$ cat src/rtl/core/plob_pkg.sv
// ============================================================================
// plob_pkg
// Shared types and constants for the price level order book core.
// ============================================================================
package plob_pkg;

    localparam int PRICE_LEVELS_DEF = 256;
    localparam int ORDER_SLOTS_DEF  = 1024;
    localparam int TRADER_COUNT     = 64;

    localparam int REQ_W    = 2;
    localparam int PRICE_W  = 8;
    localparam int QTY_W    = 32;
    localparam int TRADER_W = 6;
    localparam int HANDLE_W = 10;
    localparam int STATUS_W = 2;
    localparam int MID_W    = 9;
    localparam int WORD_W   = 32;
    localparam int GROUP_W  = 16;

    typedef enum logic [REQ_W-1:0] {
        REQ_ADD    = 2'd0,
        REQ_CHANGE = 2'd1,
        REQ_REMOVE = 2'd2,
        REQ_TOP    = 2'd3
    } req_t;

    typedef enum logic [STATUS_W-1:0] {
        STAT_OK         = 2'd0,
        STAT_NO_ORDER   = 2'd1,
        STAT_POOL_FULL  = 2'd2,
        STAT_BAD_HANDLE = 2'd3
    } stat_t;

    typedef enum logic [3:0] {
        S_CLEAR, S_IDLE, S_ADD_RD, S_ADD_WR, S_ADD_LINK, S_MOD_RD, S_MOD_WR,
        S_TOP_PICK, S_TOP_LVL, S_TOP_SLOT, S_TOP_FREE, S_TOP_W1, S_TOP_W2,
        S_WAIT1, S_WAIT2, S_DONE
    } state_t;

    typedef enum logic [3:0] {
        CMD_NONE, CMD_CLEAR, CMD_CAPTURE, CMD_ADD_RD, CMD_ADD_WR, CMD_ADD_LINK,
        CMD_MOD_RD, CMD_MOD_WR, CMD_TOP_PICK, CMD_TOP_LVL, CMD_TOP_SLOT,
        CMD_TOP_FREE, CMD_LOAD_OUT
    } cmd_t;

    typedef struct packed {
        logic clear_done;
        logic pool_full;
        logic needs_link;
        logic side_empty;
        logic level_empty;
        logic head_removed;
        logic out_free;
    } dp_status_t;

    typedef struct packed {
        logic                side;
        logic [PRICE_W-1:0]  price;
        logic                ioc;
        logic [TRADER_W-1:0] owner;
    } slot_info_t;

endpackage

$ cat src/rtl/core/plob_ctrl.sv
// ============================================================================
// plob_ctrl
// Request sequencer for the order book datapath.
// ============================================================================
module plob_ctrl (
    input  logic                        aclk,
    input  logic                        aresetn,
    input  logic                        s_valid,
    output logic                        s_ready,
    input  logic [plob_pkg::REQ_W-1:0]  s_req_type,
    input  plob_pkg::dp_status_t        status,
    output plob_pkg::cmd_t              cmd
);

    plob_pkg::state_t state_reg, state_next;
    plob_pkg::req_t   req;

    assign req = plob_pkg::req_t'(s_req_type);

    always_comb begin
        state_next = state_reg;
        unique case (state_reg)
            plob_pkg::S_CLEAR: begin
                if (status.clear_done) begin
                    state_next = plob_pkg::S_IDLE;
                end
            end
            plob_pkg::S_IDLE: begin
                if (s_valid) begin
                    unique case (req) inside
                        plob_pkg::REQ_ADD:                      state_next = plob_pkg::S_ADD_RD;
                        plob_pkg::REQ_CHANGE, plob_pkg::REQ_REMOVE: state_next = plob_pkg::S_MOD_RD;
                        plob_pkg::REQ_TOP:                      state_next = plob_pkg::S_TOP_PICK;
                        default:                                state_next = plob_pkg::S_IDLE;
                    endcase
                end
            end
            plob_pkg::S_ADD_RD: begin
                state_next = status.pool_full ? plob_pkg::S_DONE : plob_pkg::S_ADD_WR;
            end
            plob_pkg::S_ADD_WR: begin
                state_next = status.needs_link ? plob_pkg::S_ADD_LINK : plob_pkg::S_WAIT1;
            end
            plob_pkg::S_ADD_LINK: state_next = plob_pkg::S_WAIT1;
            plob_pkg::S_MOD_RD:   state_next = plob_pkg::S_MOD_WR;
            plob_pkg::S_MOD_WR:   state_next = plob_pkg::S_DONE;
            plob_pkg::S_TOP_PICK: begin
                state_next = status.side_empty ? plob_pkg::S_DONE : plob_pkg::S_TOP_LVL;
            end
            plob_pkg::S_TOP_LVL: begin
                state_next = status.level_empty ? plob_pkg::S_TOP_W1 : plob_pkg::S_TOP_SLOT;
            end
            plob_pkg::S_TOP_SLOT: begin
                state_next = status.head_removed ? plob_pkg::S_TOP_FREE : plob_pkg::S_DONE;
            end
            plob_pkg::S_TOP_FREE: state_next = plob_pkg::S_TOP_PICK;
            plob_pkg::S_TOP_W1:   state_next = plob_pkg::S_TOP_W2;
            plob_pkg::S_TOP_W2:   state_next = plob_pkg::S_TOP_PICK;
            plob_pkg::S_WAIT1:    state_next = plob_pkg::S_WAIT2;
            plob_pkg::S_WAIT2:    state_next = plob_pkg::S_DONE;
            plob_pkg::S_DONE: begin
                if (status.out_free) begin
                    state_next = plob_pkg::S_IDLE;
                end
            end
            default: state_next = plob_pkg::S_IDLE;
        endcase
    end

    always_comb begin
        s_ready = 1'b0;
        cmd     = plob_pkg::CMD_NONE;
        unique case (state_reg)
            plob_pkg::S_CLEAR:    cmd = plob_pkg::CMD_CLEAR;
            plob_pkg::S_IDLE: begin
                s_ready = 1'b1;
                if (s_valid) begin
                    cmd = plob_pkg::CMD_CAPTURE;
                end
            end
            plob_pkg::S_ADD_RD:   cmd = plob_pkg::CMD_ADD_RD;
            plob_pkg::S_ADD_WR:   cmd = plob_pkg::CMD_ADD_WR;
            plob_pkg::S_ADD_LINK: cmd = plob_pkg::CMD_ADD_LINK;
            plob_pkg::S_MOD_RD:   cmd = plob_pkg::CMD_MOD_RD;
            plob_pkg::S_MOD_WR:   cmd = plob_pkg::CMD_MOD_WR;
            plob_pkg::S_TOP_PICK: cmd = plob_pkg::CMD_TOP_PICK;
            plob_pkg::S_TOP_LVL:  cmd = plob_pkg::CMD_TOP_LVL;
            plob_pkg::S_TOP_SLOT: cmd = plob_pkg::CMD_TOP_SLOT;
            plob_pkg::S_TOP_FREE: cmd = plob_pkg::CMD_TOP_FREE;
            plob_pkg::S_TOP_W1, plob_pkg::S_TOP_W2, plob_pkg::S_WAIT1, plob_pkg::S_WAIT2: begin
                cmd = plob_pkg::CMD_NONE;
            end
            plob_pkg::S_DONE: begin
                if (status.out_free) begin
                    cmd = plob_pkg::CMD_LOAD_OUT;
                end
            end
            default: cmd = plob_pkg::CMD_NONE;
        endcase
    end

    always_ff @(posedge aclk) begin
        if (!aresetn) begin
            state_reg <= plob_pkg::S_CLEAR;
        end else begin
            state_reg <= state_next;
        end
    end

`ifndef NO_ASSERTIONS
    a_capture_leaves_idle: assert property (@(posedge aclk) disable iff (!aresetn)
        (state_reg == plob_pkg::S_IDLE && s_valid) |=> (state_reg != plob_pkg::S_IDLE))
        else $error("transaction accepted but sequencer stayed idle");
    a_link_after_write: assert property (@(posedge aclk) disable iff (!aresetn)
        (state_reg == plob_pkg::S_ADD_LINK) |-> ($past(state_reg) == plob_pkg::S_ADD_WR))
        else $error("tail link without slot write");
    a_done_to_idle: assert property (@(posedge aclk) disable iff (!aresetn)
        (state_reg == plob_pkg::S_DONE && status.out_free) |=> (state_reg == plob_pkg::S_IDLE))
        else $error("result loaded but sequencer not idle");
    a_clear_once: assert property (@(posedge aclk) disable iff (!aresetn)
        (state_reg != plob_pkg::S_CLEAR) |=> (state_reg != plob_pkg::S_CLEAR))
        else $error("clearing pass re-entered");
`endif

endmodule

$ cat config.mk
export PLATFORM = sky130hd
export DESIGN_NAME = plob_ctrl
export DESIGN_NICKNAME = d
export VERILOG_FILES = /design/src/rtl/core/plob_pkg.sv /design/src/rtl/core/plob_ctrl.sv
export SDC_FILE = /design/constraint.sdc
export NUM_CORES = 1
export LEC_CHECK = 0
export ABC_AREA = 1
export BUFFER_PORTS_ARGS = -buffer_cell sky130_fd_sc_hd__buf_2
export CORE_AREA = 8 8 45 47
export CTS_CLUSTER_DIAMETER = 80
export DETAILED_ROUTE_END_ITERATION = 8
export DIE_AREA = 0 0 53 55
export HOLD_SLACK_MARGIN = 0.02
export PLACE_DENSITY_LB_ADDON = 0.3
export SETUP_SLACK_MARGIN = 0.05
export SLEW_MARGIN = 30
export SYNTH_ARGS = -nofsm -noshare
export SYNTH_HDL_FRONTEND = slang
export SYNTH_SLANG_ARGS = --single-unit
$ cat constraint.sdc
create_clock -name aclk -period 1.2 [get_ports aclk]
set_clock_uncertainty 0.1 [all_clocks]
set_input_delay 0.24 -clock aclk [delete_from_list [all_inputs] [get_ports aclk]]
set_output_delay 0.24 -clock aclk [all_outputs]
set_load 0.01 [all_outputs]
# Yosys cells after proc, flatten, opt, wreduce, memory -nomap -nowiden
# Cells that the tools add are included.
op_classes:
  shifts: 0
  bitwise: 0
  n_mux: 14
  n_reduce_logical: 7
  multipliers: 0
  n_addsub: 0
  eq_ne: 21
  n_div: 0
  n_lt_le_gt_ge: 0
ops:
  columns: ["op", "n"]
  rows:
  - ["4-bit case mux with 14 select lines", 1]
  - ["4-bit case mux with 13 select lines", 1]
  - ["4-bit == test, second input constant", 8]
  - ["4-bit two-way mux", 6]
  - ["4-bit by 3-bit == test with 1-bit output, second input constant", 4]
  - ["3-bit case mux with 3 select lines", 1]
  - ["4-bit by 2-bit == test with 1-bit output, second input constant", 2]
  - ["3-bit two-way mux", 2]
  - ["2-bit != test, second input constant", 3]
  - ["2-bit OR reduction", 3]
  - ["2-bit == test, second input constant", 2]
  - ["4-bit by 1-bit == test with 1-bit output, second input constant", 1]
  - ["4-bit logical NOT", 1]
  - ["2-bit two-way mux", 2]
  - ["4-bit OR reduction", 1]
  - ["3-bit AND reduction", 1]
  - ["2-bit by 1-bit == test with 1-bit output, second input constant", 1]
  - ["2-bit logical NOT", 1]
  - ["1-bit two-way mux", 1]
word_totals:
  latch_bits: 0
  output_inout_bits: 5
  in_bits: 12
  reg_bits: 4
  ram_bits: 0
  memories: 0
  rom_bits: 0

# Logic depth before layout (Yosys ltp)
logic_depth:
  depth_word: 5
  ltp_mapped: 9

# Least setup slack after synthesis
# Ideal clock, no wire load.
synth_path:
  kind: "register to output"
  from: "register state_reg[0]"
  to: "output port cmd[1]"
  slack_ns: -0.133
  stages_incl_launch_ff: 7
  arrival_time_ns: 0.993
  cell_sequence: "dfxtp_1 > inv_2 > nor2_4 > nand2_2 > inv_1 > nand2_1 > nand3_1"
synth_via:
  elab_chain_len: 3
  elab_cells_between_ends: 18
synth_rtl:
  columns: ["element", "line_no", "text"]
  rows:
  - ["start, declared", "plob_ctrl.sv:15", "plob_pkg::state_t state_reg, state_next;"]
  - ["start signal, assigned", "plob_ctrl.sv:104", "state_reg <= plob_pkg::S_CLEAR;"]
  - ["start signal, assigned", "plob_ctrl.sv:106", "state_reg <= state_next;"]
  - ["4-bit == test", "plob_ctrl.sv:73", "unique case (state_reg)"]
  - ["4-bit OR reduction", "plob_ctrl.sv:73", null]
  - ["4-bit case mux with 13 select lines *", "plob_ctrl.sv:73", null]
  - ["end, declared", "plob_ctrl.sv:12", "output plob_pkg::cmd_t cmd"]
# Mark *: on every way between the ends. The rest lies on a longest branch, timed or not.

# Worst setup path after layout
layout_path:
  from: "register state_reg[0]"
  to: "output port cmd[2]"
# The elaborated chain is that of the path after synthesis.

==> results.md <==
* Area delta synth->final at 70.5%
* Synth area leaders: nand2_1 (25%), dfxtp_1 (16%), nor2_2 (8.5%), nor2_1 (8.0%), inv_1 (5.9%)
* Finished Layout Cells at 146
* Worst path max stage delay at 0.41 ns
* Num ports at 17
* Num CTS Buffers at 3
* Layout cell share with drive strength beyond 1 at 0.554
* Die area at 0.00292 sq mm
* Final hold violation count at 0
* Final setup viols at 9
* Initial antenna violation count at 0
* Post-synth cell types at 19
* Met3 routed WL at 107 microns
* Async set-or-reset flop fraction in the synthesized netlist at 0
* DR DRC count at 0
* Max Cap Violations at 0
* Crit path top cell by count: nand2_2
* YS warnings at 0
* Register bit total from synthesis at 4
* Gate power share at 0.764
* Vias/cell at 4.84
* CP endpoint kind: output pin
* Final Cycle Share at 1.27
* # port buffers at 16
* PD cells at 2930 mW/mm^2
* Flop pwr share at 0.161
* Clock-pin slew on the worst setup and hold paths at 0.05 ns
* WHS at 0.121 ns
* Combinational family with the most area after synthesis: simple AND/OR/NAND/NOR gates
* Met1 wire length at 690 microns
* Critical path's top delay family: flip-flops
* Clock net sink count at 4
* Latest clock arrival within the worst-skew pair at 0.25 ns
* Worst rel slew slack at 0.864
* PnR worst setup slack at -0.324 ns
* Wire per inst at 11.9 microns
* Pleak at 0.473 nW
* Filler Cell Count at 128
* Failing checks: setup timing
* Slew at the pin with the worst max-slew slack at 0.204 ns
* First-pass GRT wire length at 2.72 mm
* Top FF cell, synth: dfxtp_1
* Die width at 53 microns
* Final ANT Viol Nets at 0
* Critical path cell sequence: inv_4, nand2_2, nand2_2, nand2_1, nand4_1, buf_2
* Kind of critical path: reg -> out
* Worst Setup Start Kind: flop
* Starting Density at 0.371
* Diode count at 0
* Sequential fraction of the synthesis area at 0.156
* Vias in the first global route at 707
* Synth Area per Inst at 5.40 sq um
* Multiplexer share of the synthesized area at 0
* Core ar. at 0.00138 sq mm
* EDFF count, synth at 0
* CTS tree: done
* Setup WS pre-CTS at -0.128 ns
* Multi-input combinational cell area at 457 sq um
* Die Y at 55 microns
* Detailed Route WL at 1.74 mm
* Hold Path Class: in -> reg
* Buffer and inverter count on the worst path at 2
* GRT overflow at 0
* FF/Latch Area at 95.1 sq um
* Clock root cell: clkbuf_4
* Max reg flops at 4
* HPWL Detailed at 1.31 mm
* H-tree levels at 1
* Fmax at 0.656 GHz
* Yosys top cell area share at 0.249
* Top-count cell post-synth: nand2_1
* Slowest-stage cell, CP: dfxtp_4
* Synth cell count leaders: nand2_1 (34), nor2_1 (11), inv_1 (8)
* Setup TNS at -2.26 ns
* Dpl cells at 133
* Largest net degree at the start of global routing at 7
* Switching pwr at 1.26 mW
* Crit path max fanout at 6
* Pint at 1.30 mW
* Max-slew violations at 0
* Synth Area in Simple Gates at 0.605
* Top sig layer: met4
* Initial DRC count at 10
* Nets at 144
* Clock power frac at 0.075
* Cells after synthesis at 95
* Sw Ratio at 0.491
* Tot Pwr at 2.56 mW
* FP Rows at 14
* RSZ-0062 raised after global routing: yes
* Overall Global Routing Usage at 0.126
* Synth Area in Adders at 0.0244
* Synth Area in Compound Gates at 0.112
* Status: finished with violations
* Yosys top cell by area: nand2_1
* VDD IR-drop max at 1520 uV
* Min cycle time layout at 1.52 ns
* GPL Wtd Cong at 0.801
* Netlist Area Pre-Place at 513 sq um
* Xor/xnor share of the synthesized area at 0
* DR vias at 706
* Critical Path RT at 0.86 ns
* Initial DRT Pass Iterations at 4
* CP arrival at 1.18 ns
* Clock Path Buffers at 2
* Syn Nets at 108
* Met2 WL post-DR at 915 microns
path summary, 6_finish.rpt:
path / startpoint / endpoint / slack (ns) / cells past startpoint
worst max-delay path: state_reg[0] / cmd[2] / -0.32 / 6
worst min-delay path: aresetn / state_reg[0] / 0.12 / 3
worst max register to register: state_reg[2] / state_reg[1] / -0.27 / 8
worst min register to register: state_reg[3] / state_reg[0] / 0.72 / 5
through the flow:
stage / instance area (sq um) / utilization
after floorplan: 538 / -
after global placement: 683 / 0.494
after detailed placement: 683 / 0.494
after CTS: 827 / 0.598
after global routing: 875 / 0.632
final: 875 / 0.632
worst reg2reg max path: cells and delay by family, from the launching register on:
family,cells,cell delay (ns)
AO/OA/AOI/OAI,2,0.18
buffers and inverters,2,0.26
flip-flops,1,0.37
AND/OR/NAND/NOR,4,0.43
power by group through the flow:
stage          combinational, mW  sequential, mW  clock (mW)
5_1_grt                     2.17           0.424       0.208
3_3_place_gp                1.43           0.343           0
4_1_cts                     1.78           0.411       0.201
6_report                    1.96           0.412       0.191
2_1_floorplan              0.967           0.335           0
3_5_place_dp                1.43           0.351           0
placed cells by master, fill, tap and decap left out:
| master | count |
|---|---|
| o21a_1 | 1 |
| inv_4 | 3 |
| nor2_1 | 8 |
| ha_1 | 1 |
| nor2_4 | 7 |
| nand3_2 | 1 |
| dfxtp_4 | 4 |
| clkbuf_1 | 1 |
| a21oi_1 | 1 |
| nand3_1 | 4 |
| o21ai_1 | 1 |
| nand2_2 | 8 |
| nand2_1 | 27 |
| nand4_1 | 3 |
| buf_4 | 12 |
| buf_6 | 5 |
| o21ai_2 | 2 |
| inv_2 | 5 |
| buf_2 | 14 |
| o211ai_1 | 1 |
| nand3b_1 | 4 |
| clkbuf_4 | 3 |
| nand2_4 | 1 |
| nor2_2 | 4 |
| inv_1 | 6 |
| a21oi_2 | 3 |
cell families after synthesis:
kind of cell / count (synthesis)
flip-flops: 4
AO/OA/AOI/OAI: 9
buffers and inverters: 14
AND/OR/NAND/NOR: 67
adder cells (fa/ha/maj): 1
area by class of cell:
cell class	instances	area share
Sequential cell	4	0.109
Multi-Input combinational cell	77	0.522
Timing Repair Buffer	31	0.247
Clock buffer	4	0.0300
Tap cell	16	0.0229
Inverter	14	0.0687
timing repair:
action	in CTS	in global routing
pin swaps	7	8
endpoints found under the setup margin	9	9
gates resized for setup	21	9
buffers inserted	6	3
hold buffers	0	0
metal layers:
metal  track usage  vias to the layer above
met3        0.0321                        2
met4        0.0948                        0
met1         0.121                      316
met5             0                        -
li1              -                      371
met2         0.227                       17
Note: power is estimated with default switching activity, not from simulation.
